==> src/hdl/sre_pkg.sv <==
// Shared constants, types and control structs for the sprite RLE decoder.
// No dependencies; every other file in hdl/ uses this package.
package sre_pkg;

  localparam int MAX_DIM = 1024;
  localparam int CFG_W   = 11;
  localparam int DIM_W   = $clog2(MAX_DIM + 1);
  localparam int AREA_W  = 2 * DIM_W;
  localparam int POS_W   = $clog2(MAX_DIM * MAX_DIM + MAX_DIM + 1);
  localparam int SUM_W   = DIM_W + 1;
  localparam int CNT_W   = $clog2(SUM_W);
  localparam int IDX_W   = 20;
  localparam int BYTE_W  = 8;
  localparam int RUN_W   = 7;
  localparam int DATA_W  = 32;
  localparam int ADDR_W  = 3;

  localparam logic [BYTE_W-1:0] CODE_EOR = 8'd128;

  typedef enum logic [0:0] {
    REG_WIDTH  = 1'b0,
    REG_HEIGHT = 1'b1
  } reg_idx_t;

  typedef enum logic [2:0] {
    S_IDLE,
    S_EXEC,
    S_MOD_NORM,
    S_MOD_SKIP,
    S_EMIT
  } state_t;

  typedef enum logic [1:0] {
    KIND_SKIP,
    KIND_EOR,
    KIND_RUN
  } kind_t;

  typedef enum logic [0:0] {
    MOD_SRC_COL,
    MOD_SRC_SUM
  } mod_src_t;

  typedef struct packed {
    logic     load;
    logic     set_done;
    logic     norm_sub;
    logic     mod_start;
    mod_src_t mod_src;
    logic     mod_step;
    logic     do_literal;
    logic     do_run;
    logic     do_eor;
    logic     do_skip;
    logic     emit;
  } dp_cmd_t;

  typedef struct packed {
    logic  empty;
    logic  done;
    logic  col_ge_w;
    logic  col_lt_2w;
    logic  lit_nz;
    kind_t kind;
    logic  sum_lt_2w;
    logic  mod_last;
    logic  out_busy;
  } dp_status_t;

endpackage

==> src/hdl/sre_code_if.sv <==
// Input channel: compressed sprite bytes with valid/ready handshake.
// Depends on sre_pkg for field widths.
interface sre_code_if;
  logic                        valid;
  logic                        ready;
  logic [sre_pkg::BYTE_W-1:0]  code_byte;
  logic                        first_byte;

  modport source(output valid, code_byte, first_byte, input ready);
  modport sink(input valid, code_byte, first_byte, output ready);
endinterface

==> src/hdl/sre_pixel_if.sv <==
// Output channel: pixel write results with valid/ready handshake.
// Depends on sre_pkg for field widths.
interface sre_pixel_if;
  logic                        valid;
  logic                        ready;
  logic                        write_enable;
  logic [sre_pkg::IDX_W-1:0]   pixel_index;
  logic [sre_pkg::IDX_W-1:0]   mirror_index;
  logic [sre_pkg::BYTE_W-1:0]  pixel_value;
  logic                        frame_done;

  modport source(output valid, write_enable, pixel_index, mirror_index, pixel_value,
                 frame_done, input ready);
  modport sink(input valid, write_enable, pixel_index, mirror_index, pixel_value,
               frame_done, output ready);
endinterface

==> src/hdl/sprite_rle_decoder_unit.sv <==
// Sprite run-length decoder top level: APB config, byte input, pixel write output.
// Depends on sre_pkg, sre_code_if, sre_pixel_if, sre_cfg, sre_ctrl, sre_dpath.
//
//   channel  dir  payload                                        transfer when
//   code     in   code_byte[7:0], first_byte                     valid & ready
//   pixel    out  write_enable, pixel_index[19:0],               valid & ready
//                 mirror_index[19:0], pixel_value[7:0], frame_done
//   apb      in   width (0x0), height (0x4), 11 bits each        psel & penable & pwrite
//
// One byte in flight; a byte passes through accept, execute and result hand-off.
// A column left at or above a narrowed width is brought back by one subtraction
// of the width when below twice the width, else by the bit-serial remainder unit;
// a skip that lands at or beyond twice the width is also reduced in that unit.
// Reset clears position, column, run count, done flag and the config registers.
// The next byte is taken while a result waits in the output register; a held
// result stalls only the hand-off of the following one.
module sprite_rle_decoder_unit (
  input  logic                         clk,
  input  logic                         rst,
  input  logic                         psel,
  input  logic                         penable,
  input  logic                         pwrite,
  input  logic [sre_pkg::ADDR_W-1:0]   paddr,
  input  logic [sre_pkg::DATA_W-1:0]   pwdata,
  output logic [sre_pkg::DATA_W-1:0]   prdata,
  output logic                         pready,
  sre_code_if.sink                     code,
  sre_pixel_if.source                  pixel
);

  logic [sre_pkg::DIM_W-1:0]   width;
  logic [sre_pkg::AREA_W-1:0]  area;
  sre_pkg::dp_cmd_t            cmd;
  sre_pkg::dp_status_t         status;
  logic                        in_ready;

  assign code.ready = in_ready;

  sre_cfg u_cfg (
    .clk     (clk),
    .rst     (rst),
    .psel    (psel),
    .penable (penable),
    .pwrite  (pwrite),
    .paddr   (paddr),
    .pwdata  (pwdata),
    .prdata  (prdata),
    .pready  (pready),
    .width   (width),
    .area    (area)
  );

  sre_ctrl u_ctrl (
    .clk      (clk),
    .rst      (rst),
    .in_valid (code.valid),
    .in_ready (in_ready),
    .status   (status),
    .cmd      (cmd)
  );

  sre_dpath u_dpath (
    .clk          (clk),
    .rst          (rst),
    .cmd          (cmd),
    .status       (status),
    .width        (width),
    .area         (area),
    .code_byte    (code.code_byte),
    .first_byte   (code.first_byte),
    .out_ready    (pixel.ready),
    .out_valid    (pixel.valid),
    .write_enable (pixel.write_enable),
    .pixel_index  (pixel.pixel_index),
    .mirror_index (pixel.mirror_index),
    .pixel_value  (pixel.pixel_value),
    .frame_done   (pixel.frame_done)
  );

endmodule

==> src/hdl/sre_cfg.sv <==
// APB register file: sprite width and height, clamped, plus registered area.
// Depends on sre_pkg.
module sre_cfg (
  input  logic                         clk,
  input  logic                         rst,
  input  logic                         psel,
  input  logic                         penable,
  input  logic                         pwrite,
  input  logic [sre_pkg::ADDR_W-1:0]   paddr,
  input  logic [sre_pkg::DATA_W-1:0]   pwdata,
  output logic [sre_pkg::DATA_W-1:0]   prdata,
  output logic                         pready,
  output logic [sre_pkg::DIM_W-1:0]    width,
  output logic [sre_pkg::AREA_W-1:0]   area
);

  logic [sre_pkg::CFG_W-1:0]  width_reg;
  logic [sre_pkg::CFG_W-1:0]  height_reg;
  logic [sre_pkg::DIM_W-1:0]  height;
  sre_pkg::reg_idx_t          reg_idx;
  logic                       wr_en;

  assign reg_idx = sre_pkg::reg_idx_t'(paddr[2]);
  assign wr_en   = psel & penable & pwrite;
  assign pready  = 1'b1;

  always_ff @(posedge clk) begin
    if (rst) begin
      width_reg  <= '0;
      height_reg <= '0;
      area       <= '0;
    end else begin
      if (wr_en) begin
        unique case (reg_idx)
          sre_pkg::REG_WIDTH:  width_reg  <= pwdata[sre_pkg::CFG_W-1:0];
          sre_pkg::REG_HEIGHT: height_reg <= pwdata[sre_pkg::CFG_W-1:0];
        endcase
      end
      area <= sre_pkg::AREA_W'(width) * sre_pkg::AREA_W'(height);
    end
  end

  assign width  = (width_reg > sre_pkg::CFG_W'(sre_pkg::MAX_DIM)) ?
                  sre_pkg::DIM_W'(sre_pkg::MAX_DIM) : sre_pkg::DIM_W'(width_reg);
  assign height = (height_reg > sre_pkg::CFG_W'(sre_pkg::MAX_DIM)) ?
                  sre_pkg::DIM_W'(sre_pkg::MAX_DIM) : sre_pkg::DIM_W'(height_reg);

  always_comb begin
    unique case (reg_idx)
      sre_pkg::REG_WIDTH:  prdata = sre_pkg::DATA_W'(width_reg);
      sre_pkg::REG_HEIGHT: prdata = sre_pkg::DATA_W'(height_reg);
    endcase
  end

endmodule

==> src/hdl/sre_dpath.sv <==
// Decoder datapath: position/column/run state, remainder unit, result registers.
// Depends on sre_pkg; driven by sre_ctrl commands.
module sre_dpath (
  input  logic                         clk,
  input  logic                         rst,
  input  sre_pkg::dp_cmd_t             cmd,
  output sre_pkg::dp_status_t          status,
  input  logic [sre_pkg::DIM_W-1:0]    width,
  input  logic [sre_pkg::AREA_W-1:0]   area,
  input  logic [sre_pkg::BYTE_W-1:0]   code_byte,
  input  logic                         first_byte,
  input  logic                         out_ready,
  output logic                         out_valid,
  output logic                         write_enable,
  output logic [sre_pkg::IDX_W-1:0]    pixel_index,
  output logic [sre_pkg::IDX_W-1:0]    mirror_index,
  output logic [sre_pkg::BYTE_W-1:0]   pixel_value,
  output logic                         frame_done
);

  logic [sre_pkg::BYTE_W-1:0]  byte_q;
  logic [sre_pkg::POS_W-1:0]   pos;
  logic [sre_pkg::DIM_W-1:0]   col;
  logic [sre_pkg::RUN_W-1:0]   lit;
  logic                        done;

  logic                        res_we;
  logic [sre_pkg::IDX_W-1:0]   res_pix;
  logic [sre_pkg::IDX_W-1:0]   res_mir;
  logic [sre_pkg::BYTE_W-1:0]  res_val;

  logic [sre_pkg::SUM_W-1:0]   mod_dvd;
  logic [sre_pkg::DIM_W-1:0]   mod_rem;
  logic [sre_pkg::CNT_W-1:0]   mod_cnt;
  logic [sre_pkg::DIM_W:0]     mod_r2;
  logic [sre_pkg::DIM_W:0]     width_ext;
  logic [sre_pkg::DIM_W-1:0]   rem_next;
  logic                        mod_last;

  logic [sre_pkg::SUM_W-1:0]   sum;
  logic [sre_pkg::SUM_W-1:0]   sum_sub;
  logic [sre_pkg::SUM_W-1:0]   width_x2;
  logic [sre_pkg::DIM_W-1:0]   col_inc;
  logic [sre_pkg::POS_W-1:0]   mir_full;
  logic                        pos_ge_area;
  logic                        sum_lt_2w;

  assign width_ext   = {1'b0, width};
  assign width_x2    = {width, 1'b0};
  assign sum         = sre_pkg::SUM_W'(col) + sre_pkg::SUM_W'(byte_q);
  assign sum_sub     = sum - sre_pkg::SUM_W'(width);
  assign sum_lt_2w   = sum < width_x2;
  assign col_inc     = col + sre_pkg::DIM_W'(1);
  assign mir_full    = pos + sre_pkg::POS_W'(width) - sre_pkg::POS_W'(1)
                     - (sre_pkg::POS_W'(col) << 1);
  assign pos_ge_area = sre_pkg::AREA_W'(pos) >= area;

  // restoring remainder, one dividend bit per step
  assign mod_r2   = {mod_rem, mod_dvd[sre_pkg::SUM_W-1]};
  assign rem_next = (mod_r2 >= width_ext) ? sre_pkg::DIM_W'(mod_r2 - width_ext)
                                          : mod_r2[sre_pkg::DIM_W-1:0];
  assign mod_last = mod_cnt == sre_pkg::CNT_W'(sre_pkg::SUM_W - 1);

  always_comb begin
    status.empty     = area == '0;
    status.done      = done;
    status.col_ge_w  = col >= width;
    status.col_lt_2w = sre_pkg::SUM_W'(col) < width_x2;
    status.lit_nz    = lit != '0;
    status.sum_lt_2w = sum_lt_2w;
    status.mod_last  = mod_last;
    status.out_busy  = out_valid & ~out_ready;
    if (byte_q > sre_pkg::CODE_EOR) begin
      status.kind = sre_pkg::KIND_RUN;
    end else if (byte_q == sre_pkg::CODE_EOR) begin
      status.kind = sre_pkg::KIND_EOR;
    end else begin
      status.kind = sre_pkg::KIND_SKIP;
    end
  end

  always_ff @(posedge clk) begin
    if (rst) begin
      pos       <= '0;
      col       <= '0;
      lit       <= '0;
      done      <= 1'b0;
      out_valid <= 1'b0;
    end else begin
      if (cmd.load && first_byte) begin
        pos  <= '0;
        col  <= '0;
        lit  <= '0;
        done <= 1'b0;
      end
      if (cmd.set_done) begin
        done <= 1'b1;
      end
      if (cmd.norm_sub) begin
        col <= col - width;
      end
      if (cmd.do_literal) begin
        lit <= lit - sre_pkg::RUN_W'(1);
        pos <= pos + sre_pkg::POS_W'(1);
        col <= (col_inc == width) ? '0 : col_inc;
      end
      if (cmd.do_run) begin
        lit <= byte_q[sre_pkg::RUN_W-1:0];
      end
      if (cmd.do_eor && col != '0) begin
        pos <= pos + sre_pkg::POS_W'(width - col);
        col <= '0;
      end
      if (cmd.do_skip) begin
        pos <= pos + sre_pkg::POS_W'(byte_q);
        if (sum < sre_pkg::SUM_W'(width)) begin
          col <= sum[sre_pkg::DIM_W-1:0];
        end else if (sum_lt_2w) begin
          col <= sum_sub[sre_pkg::DIM_W-1:0];
        end
      end
      if (cmd.mod_step && mod_last) begin
        col <= rem_next;
      end
      if (cmd.emit && pos_ge_area) begin
        done <= 1'b1;
        lit  <= '0;
      end
      if (cmd.emit) begin
        out_valid <= 1'b1;
      end else if (out_ready) begin
        out_valid <= 1'b0;
      end
    end
  end

  always_ff @(posedge clk) begin
    if (cmd.load) begin
      byte_q  <= code_byte;
      res_we  <= 1'b0;
      res_pix <= '0;
      res_mir <= '0;
      res_val <= '0;
    end
    if (cmd.do_literal) begin
      res_we  <= 1'b1;
      res_pix <= pos[sre_pkg::IDX_W-1:0];
      res_mir <= mir_full[sre_pkg::IDX_W-1:0];
      res_val <= byte_q;
    end
    if (cmd.mod_start) begin
      mod_dvd <= (cmd.mod_src == sre_pkg::MOD_SRC_COL) ? sre_pkg::SUM_W'(col) : sum;
      mod_rem <= '0;
      mod_cnt <= '0;
    end else if (cmd.mod_step) begin
      mod_dvd <= mod_dvd << 1;
      mod_rem <= rem_next;
      mod_cnt <= mod_cnt + sre_pkg::CNT_W'(1);
    end
    if (cmd.emit) begin
      write_enable <= res_we;
      pixel_index  <= res_pix;
      mirror_index <= res_mir;
      pixel_value  <= res_val;
      frame_done   <= done | pos_ge_area;
    end
  end

endmodule

==> src/hdl/sre_ctrl.sv <==
// Decoder sequencer: accepts a byte, steps the datapath, hands off the result.
// Depends on sre_pkg; commands sre_dpath.
module sre_ctrl (
  input  logic                 clk,
  input  logic                 rst,
  input  logic                 in_valid,
  output logic                 in_ready,
  input  sre_pkg::dp_status_t  status,
  output sre_pkg::dp_cmd_t     cmd
);

  sre_pkg::state_t state;
  sre_pkg::state_t state_next;

  always_ff @(posedge clk) begin
    if (rst) begin
      state <= sre_pkg::S_IDLE;
    end else begin
      state <= state_next;
    end
  end

  always_comb begin
    state_next = state;
    unique case (state)
      sre_pkg::S_IDLE: begin
        if (in_valid && in_ready) state_next = sre_pkg::S_EXEC;
      end
      sre_pkg::S_EXEC: begin
        if (status.empty || status.done) begin
          state_next = sre_pkg::S_EMIT;
        end else if (status.col_ge_w) begin
          if (!status.col_lt_2w) state_next = sre_pkg::S_MOD_NORM;
        end else if (status.lit_nz) begin
          state_next = sre_pkg::S_EMIT;
        end else if (status.kind == sre_pkg::KIND_SKIP && !status.sum_lt_2w) begin
          state_next = sre_pkg::S_MOD_SKIP;
        end else begin
          state_next = sre_pkg::S_EMIT;
        end
      end
      sre_pkg::S_MOD_NORM: begin
        if (status.mod_last) state_next = sre_pkg::S_EXEC;
      end
      sre_pkg::S_MOD_SKIP: begin
        if (status.mod_last) state_next = sre_pkg::S_EMIT;
      end
      sre_pkg::S_EMIT: begin
        if (!status.out_busy) state_next = sre_pkg::S_IDLE;
      end
      default: state_next = sre_pkg::S_IDLE;
    endcase
  end

  always_comb begin
    in_ready = (state == sre_pkg::S_IDLE) && !rst;
    cmd      = '0;
    unique case (state)
      sre_pkg::S_IDLE: begin
        cmd.load = in_valid && in_ready;
      end
      sre_pkg::S_EXEC: begin
        if (status.empty || status.done) begin
          cmd.set_done = 1'b1;
        end else if (status.col_ge_w) begin
          if (status.col_lt_2w) begin
            cmd.norm_sub = 1'b1;
          end else begin
            cmd.mod_start = 1'b1;
            cmd.mod_src   = sre_pkg::MOD_SRC_COL;
          end
        end else if (status.lit_nz) begin
          cmd.do_literal = 1'b1;
        end else begin
          unique case (status.kind)
            sre_pkg::KIND_RUN: cmd.do_run = 1'b1;
            sre_pkg::KIND_EOR: cmd.do_eor = 1'b1;
            sre_pkg::KIND_SKIP: begin
              cmd.do_skip = 1'b1;
              if (!status.sum_lt_2w) begin
                cmd.mod_start = 1'b1;
                cmd.mod_src   = sre_pkg::MOD_SRC_SUM;
              end
            end
            default: cmd.do_skip = 1'b0;
          endcase
        end
      end
      sre_pkg::S_MOD_NORM, sre_pkg::S_MOD_SKIP: begin
        cmd.mod_step = 1'b1;
      end
      sre_pkg::S_EMIT: begin
        cmd.emit = !status.out_busy;
      end
      default: cmd = '0;
    endcase
  end

endmodule

==> src/flat_wrapper.sv <==
// flat-port wrapper written by rule: the top's interface ports become plain ports
module sprite_rle_decoder_unit_flat 
  (clk, rst, psel, penable, pwrite, paddr, pwdata, prdata, pready, code_valid, code_code_byte, code_first_byte, code_ready, pixel_valid, pixel_write_enable, pixel_pixel_index, pixel_mirror_index, pixel_pixel_value, pixel_frame_done, pixel_ready);
  sre_code_if code_i ();
  sre_pixel_if pixel_i ();
  input  logic clk;
  input  logic rst;
  input  logic psel;
  input  logic penable;
  input  logic pwrite;
  input  logic [sre_pkg::ADDR_W-1:0] paddr;
  input  logic [sre_pkg::DATA_W-1:0] pwdata;
  output logic [sre_pkg::DATA_W-1:0] prdata;
  output logic pready;
  input wire logic [$bits(code_i.valid)-1:0] code_valid;
  input wire logic [$bits(code_i.code_byte)-1:0] code_code_byte;
  input wire logic [$bits(code_i.first_byte)-1:0] code_first_byte;
  output wire logic [$bits(code_i.ready)-1:0] code_ready;
  output wire logic [$bits(pixel_i.valid)-1:0] pixel_valid;
  output wire logic [$bits(pixel_i.write_enable)-1:0] pixel_write_enable;
  output wire logic [$bits(pixel_i.pixel_index)-1:0] pixel_pixel_index;
  output wire logic [$bits(pixel_i.mirror_index)-1:0] pixel_mirror_index;
  output wire logic [$bits(pixel_i.pixel_value)-1:0] pixel_pixel_value;
  output wire logic [$bits(pixel_i.frame_done)-1:0] pixel_frame_done;
  input wire logic [$bits(pixel_i.ready)-1:0] pixel_ready;
  assign code_i.valid = code_valid;
  assign code_i.code_byte = code_code_byte;
  assign code_i.first_byte = code_first_byte;
  assign code_ready = code_i.ready;
  assign pixel_valid = pixel_i.valid;
  assign pixel_write_enable = pixel_i.write_enable;
  assign pixel_pixel_index = pixel_i.pixel_index;
  assign pixel_mirror_index = pixel_i.mirror_index;
  assign pixel_pixel_value = pixel_i.pixel_value;
  assign pixel_frame_done = pixel_i.frame_done;
  assign pixel_i.ready = pixel_ready;
  sprite_rle_decoder_unit u_core (.clk(clk), .rst(rst), .psel(psel), .penable(penable), .pwrite(pwrite), .paddr(paddr), .pwdata(pwdata), .prdata(prdata), .pready(pready), .code(code_i), .pixel(pixel_i));
endmodule
==> config.mk <==
export PLATFORM = sky130hd
export DESIGN_NAME = sprite_rle_decoder_unit_flat
export DESIGN_NICKNAME = d
export VERILOG_FILES = /design/src/hdl/sre_pkg.sv /design/src/hdl/sre_code_if.sv /design/src/hdl/sre_pixel_if.sv /design/src/hdl/sprite_rle_decoder_unit.sv /design/src/hdl/sre_cfg.sv /design/src/hdl/sre_dpath.sv /design/src/hdl/sre_ctrl.sv /design/src/flat_wrapper.sv
export SDC_FILE = /design/constraint.sdc
export NUM_CORES = 1
export LEC_CHECK = 0
export BUFFER_PORTS_ARGS = -buffer_cell sky130_fd_sc_hd__clkbuf_2
export CORE_MARGIN = 3
export CORE_UTILIZATION = 35
export DETAILED_ROUTE_END_ITERATION = 12
export GPL_ROUTABILITY_DRIVEN = 0
export PLACE_DENSITY = 0.49
export SETUP_SLACK_MARGIN = 0.5
export SYNTH_ARGS = -nofsm -noshare
export SYNTH_HDL_FRONTEND = slang
export SYNTH_SLANG_ARGS = --single-unit
export TNS_END_PERCENT = 1
==> constraint.sdc <==
create_clock -name clk -period 11.54 [get_ports clk]
set_clock_uncertainty 0.15 [all_clocks]
set_input_delay 1.731 -clock clk [delete_from_list [all_inputs] [get_ports clk]]
set_output_delay 1.731 -clock clk [all_outputs]
set_load 0.03 [all_outputs]
==> results_dict.tcl, run 1 <==
set metrics [dict create \
    outcome "finished, final reports clean" \
    dr_total_vias 16300 \
    dpl.hpwl_um 43800 \
    clock_path_buffers 3 \
    path_class "reg -> reg" \
    start_util_pct 35.8 \
    synth-main-ff-cell "edfxtp_1" \
    power_leakage_nw 9.24 \
    synth-edff-count 118 \
    top_level_ports 136 \
    gr-total-overflow 0 \
    wl_um 57500 \
    via_per_inst 5.36 \
    clkLatencyLatePin_ps 590 \
    holdCritPathClass "reg -> reg" \
    max_cap_violations 0 \
    rsz0062_at_grt "no" \
    die_w_um 242 \
    clkTransAtPathRegs_ps 60 \
    tightest_slew_ps 1100 \
    min_period_ps 7020 \
    drc 0 \
    crit_path_start_kind "flip-flop" \
    yosys.cell_types.count 82 \
    n_antenna_cell 0 \
    placed_cell_area_um2 20600 \
    core_um2 54600 \
    slew_headroom_pct 26.3 \
    post-cts-setup-buffers 0 \
    drtPass1Iterations 6 \
    ys_seq_area_share_pct 28.8 \
    finalCritPeriodShare_pct 60.8 \
    grt.total_usage_pct 19.3 \
    grt_first_pass_wirelength_um 90200 \
    antenna_found_initial 0 \
    final_common_cell "nand2_1" \
    cts_root_buf "clkbuf_16" \
    power_mw 2.55 \
    ctsHtreeMaxLevel 1 \
    final_cell_mix "229 x nand2_1, 212 x ha_1, 196 x nor2_1" \
    die_h_um 242 \
    fin_tns_setup_ps 0 \
    avgSynthCellArea_um2 8.76 \
    io_buffers 90 \
    hold_viol_final 0 \
    drtIter0Drc 1265 \
    wl_per_cell_um 18.9 \
    nets 2645 \
    crit_required_ps 11850 \
    area_growth_pct 10.2 \
    placed_cells 2992 \
    cts_sinks 222 \
    hold_buffers 0 \
    vdd_drop_max_v 0.000125 \
    synth_seq_cells 222 \
    rows 85 \
    setup_viol 0 \
    ant_nets 0 \
    postSynthCellCount 2232 \
    pre_cts_slack_ps 4530 \
    grt_pass1_vias 16200 \
    slew_viol_final 0 \
    yosys_warnings 0 \
    cp_max_fo 13 \
    max_freq_mhz 142 \
    rrSetupSlack_ps 4520 \
    grt_start_max_net_pins 63 \
    drive_gt1_share_pct 8.54 \
    cts_resized 0 \
    syn-cell-area_um2 19600 \
    top_regs "u_core.u_cfg.area: 22 flops, u_core.u_dpath.pos: 21 flops" \
    fin_ws_ps 4520 \
    top_register "u_core.u_cfg.area" \
    final_cells 3046 \
    critical_path.endpoint_type "flip-flop" \
    cp.arrival_ps 7340 \
    largest_register_ff_count 22 \
    async_reset_ff_share_pct 0 \
    finalInstanceArea_um2 21600 \
    p_per_area_nw_per_um2 118 \
    dieArea_um2 58700 \
    cts_inserted_buffers 29 \
    cts_tree "built" \
]
## cell families after synthesis
| family | synth area share, % |
|---|---|
| mux | 1.63 |
| compound gates | 15.6 |
| fa+ha+maj | 23.6 |
| flops | 28.8 |
| other cells | 0.0384 |
| buf+inv | 6.64 |
| simple gates | 18.5 |
| xor+xnor | 5.15 |
## worst max-delay path: stages (launching register included)
cell	delay, ps
dfxtp_1	310
inv_1	520
nand2_1	550
inv_1	590
nand2_1	160
fa_1	540
fa_1	540
inv_1	50
fa_1	500
fa_1	540
inv_1	50
fa_1	530
inv_1	40
ha_1	350
and3_1	190
a31oi_1	230
a21oi_1	170
a41o_1	280
o21ai_0	220
nor2b_1	190
xor2_1	150
nor2_1	50
## final timing paths
check,cells after the start,end,startpoint
worst min-delay path,0,u_core.u_dpath.pixel_index[13]$_DFFE_PP_,u_core.u_dpath.res_pix[13]$_SDFFCE_PN0P_
worst max-delay path,21,u_core.u_cfg.area[18]$_SDFF_PP0_,u_core.u_cfg.width_reg[10]$_SDFFE_PP0P_
worst max register to register,21,u_core.u_cfg.area[18]$_SDFF_PP0_,u_core.u_cfg.width_reg[10]$_SDFFE_PP0P_
worst min register to register,0,u_core.u_dpath.pixel_index[13]$_DFFE_PP_,u_core.u_dpath.res_pix[13]$_SDFFCE_PN0P_
## area by class of cell
| cell class | count | area [µm²] |
|---|---|---|
| clock buffer | 31 | 733 |
| clock inverter | 23 | 191 |
| fill | 5566 | 33000 |
| inverter | 197 | 739 |
| multi-input combinational | 1721 | 12700 |
| sequential | 222 | 5630 |
| tap | 739 | 925 |
| timing repair buffer | 113 | 623 |
## routing by layer
metal	up-vias	wire (µm)	global-route usage (%)	share of wire [%]
li1	7896	-	-	-
met1	7876	25900	25.8	45
met2	454	25700	31.5	45
met3	109	3720	3.08	6.5
met4	0	2150	7.20	3.7
met5	-	0	0	0
## cell usage after synthesis, drive strengths merged (54+ instances only)
| cell type | number | area share, % |
|---|---|---|
| xnor2 | 80 | 3.6 |
| a21oi | 148 | 3.8 |
| fa | 98 | 10 |
| ha | 212 | 14 |
| nand2 | 232 | 4.5 |
| inv | 195 | 3.7 |
| nor2 | 198 | 3.9 |
| buf | 58 | 1.8 |
| o21ai | 122 | 3.1 |
| nand3 | 54 | 1.4 |
| dfxtp | 104 | 11 |
| edfxtp | 118 | 18 |
| nor3 | 61 | 1.6 |
| clkbuf | 54 | 1.0 |
## metrics by stage
step	hold slack, ps	util [%]
final	267	39.5
after global routing	271	39.5
after CTS	268	39.5
after detailed placement	255	37.8
after global placement	254	37.8
after floorplan	250	-
## power by group
part           switching, mW  internal [mW]
clock network          0.377          0.508
logic                  0.449          0.251
registers             0.0499          0.917
total                  0.876           1.68
Power figures use the tool's default switching activity.
==> inputs of run 2 (changes only) <==
PLACE_DENSITY = 0.51   (was 0.49)
clock period = 6.4 ns   (was 11.54 ns; I/O delays follow)
==> run 2 against run 1 <==
  * Sequential power is 80% higher
  * First-iteration DRC count down 14%
  * Routed wire length is 1.5% lower
  * Worst hold slack got worse by 0.54 ps
==> results_dict.tcl, run 2 (synthesized netlist as in run 1, its figures left out) <==
set metrics [dict create \
    outcome "finished, final reports clean" \
    core_um2 54600 \
    holdCritPathClass "reg -> reg" \
    final_cell_mix "227 x nand2_1, 210 x ha_1, 196 x nor2_1" \
    n_antenna_cell 0 \
    critical_path.endpoint_type "flip-flop" \
    largest_register_ff_count 22 \
    max_freq_mhz 174 \
    ant_nets 0 \
    rrSetupSlack_ps 660 \
    finalCritPeriodShare_pct 89.6 \
    grt_start_max_net_pins 57 \
    antenna_found_initial 0 \
    hold_depth 0 \
    path_class "reg -> reg" \
    hold_buffers 0 \
    wl_um 56700 \
    internal_power_mw 3.18 \
    power_leakage_nw 9.44 \
    p_sw_share_pct 33.0 \
    slew_headroom_pct 26.5 \
    grt_pass1_vias 16700 \
    clkLatencyLatePin_ps 580 \
    via_per_inst 5.32 \
    die_h_um 242 \
    top_register "u_core.u_cfg.area" \
    holdPathEnd "u_core.u_dpath.pixel_index[2]$_DFFE_PP_" \
    p_per_area_nw_per_um2 216 \
    dpl.hpwl_um 44300 \
    setup_viol 0 \
    finalInstanceArea_um2 21900 \
    drc 0 \
    vdd_drop_max_v 0.000179 \
    dieArea_um2 58700 \
    pwr-share-clk_pct 36.3 \
    r2r_end "u_core.u_cfg.area[18]$_SDFF_PP0_" \
    crit_required_ps 6680 \
    cts_inserted_buffers 29 \
    top_level_ports 136 \
    final_util_pct 40.2 \
    slew_viol_final 0 \
    rsz0062_at_grt "yes" \
    top_regs "u_core.u_cfg.area: 22 flops, u_core.u_dpath.pos: 21 flops" \
    r2r_cells 21 \
    area_growth_pct 12.1 \
    tightest_slew_ps 1100 \
    nets 2672 \
    cp.arrival_ps 6020 \
    crit_path_start_kind "flip-flop" \
    wl_per_cell_um 18.5 \
    drtPass1Iterations 5 \
    placed_cell_area_um2 20800 \
    r2r_start "u_core.u_cfg.width_reg[10]$_SDFFE_PP0P_" \
    cts_sinks 222 \
    die_w_um 242 \
    hold_viol_final 0 \
    pwr-share-comb_pct 26.9 \
    cts_tree "built" \
    p_switching_mw 1.57 \
    fin_tns_setup_ps 0 \
    max_cap_violations 0 \
    final_common_cell "nand2_1" \
    gr-total-overflow 0 \
    drtIter0Drc 1085 \
    ctsHtreeMaxLevel 1 \
    grt_first_pass_wirelength_um 91300 \
    start_util_pct 35.8 \
    io_buffers 90 \
    drive_gt1_share_pct 10.2 \
    grt.total_usage_pct 19.3 \
    min_period_ps 5740 \
    clkTransAtPathRegs_ps 60 \
    rows 85 \
    dr_total_vias 16300 \
    cp_max_fo 10 \
    hp-start "u_core.u_dpath.res_pix[2]$_SDFFCE_PN0P_" \
    p_seq_share_pct 36.8 \
    clock_path_buffers 3 \
    cts_root_buf "clkbuf_16" \
]
run 2: area by class of cell:
class | instances | area [µm²]
fill | 5493 | 32600
multi-input combinational | 1721 | 12800
sequential | 222 | 5630
tap | 739 | 925
timing repair buffer | 140 | 833
inverter | 197 | 743
clock buffer | 32 | 737
clock inverter | 21 | 265
run 2: worst max-delay path, stage by stage, from the launching register on:
cell,delay (ps)
dfxtp_4,380
inv_1,210
nand2_4,110
inv_4,160
nand2_1,100
fa_1,480
fa_1,550
inv_1,60
fa_1,500
fa_1,540
inv_1,50
fa_1,530
inv_1,40
ha_1,360
and3_1,210
a31oi_2,240
a21oi_2,110
a41o_1,260
o21ai_1,160
nor2b_1,180
xor2_1,150
nor2_1,60
run 2: worst max-delay path by stage:
| stage | from | endpoint | slack (ps) | depth (start not counted) |
|---|---|---|---|---|
| floorplan | u_core.u_cfg.width_reg[10]$_SDFFE_PP0P_ | u_core.u_cfg.area[18]$_SDFF_PP0_ | 600 | 22 |
| global placement | u_core.u_cfg.width_reg[10]$_SDFFE_PP0P_ | u_core.u_cfg.area[18]$_SDFF_PP0_ | 380 | 20 |
| detailed placement | u_core.u_cfg.width_reg[10]$_SDFFE_PP0P_ | u_core.u_cfg.area[18]$_SDFF_PP0_ | 270 | 20 |
| CTS | u_core.u_cfg.width_reg[10]$_SDFFE_PP0P_ | u_core.u_cfg.area[18]$_SDFF_PP0_ | 510 | 21 |
| global route | u_core.u_cfg.width_reg[10]$_SDFFE_PP0P_ | u_core.u_cfg.area[18]$_SDFF_PP0_ | 310 | 21 |
| finish | u_core.u_cfg.width_reg[10]$_SDFFE_PP0P_ | u_core.u_cfg.area[18]$_SDFF_PP0_ | 660 | 21 |
run 2: power by group through the flow:
stage	sequential (mW)	clock, mW	combinational (mW)
after global routing	1.76	1.83	1.43
after CTS	1.75	1.76	1.27
final	1.74	1.72	1.28
after global placement	1.77	0	1.25
after detailed placement	1.78	0	1.26
after floorplan	1.79	0	0.889
run 2: metrics by stage:
step	total power, mW	hold WS, ps	setup WS, ps	cells
detailed placement	3.04	255	273	3019
CTS	4.78	267	514	3072
global route	5.02	272	315	3072
finish	4.74	266	664	3072
floorplan	2.68	250	601	2252
global placement	3.02	251	378	3019
run 2: metal layers:
metal	track usage (%)	wire length (µm)	vias to the layer above
li1	-	-	7949
met1	25.9	26000	7863
met2	32.4	26000	440
met3	2.41	2970	90
met4	5.76	1640	0
met5	0	0	-
run 2: what timing repair did:
item,in CTS,in global routing
setup endpoints to repair,5,9
endpoints found under the hold margin,0,0
buffers inserted,0,0
resized for setup,4,16
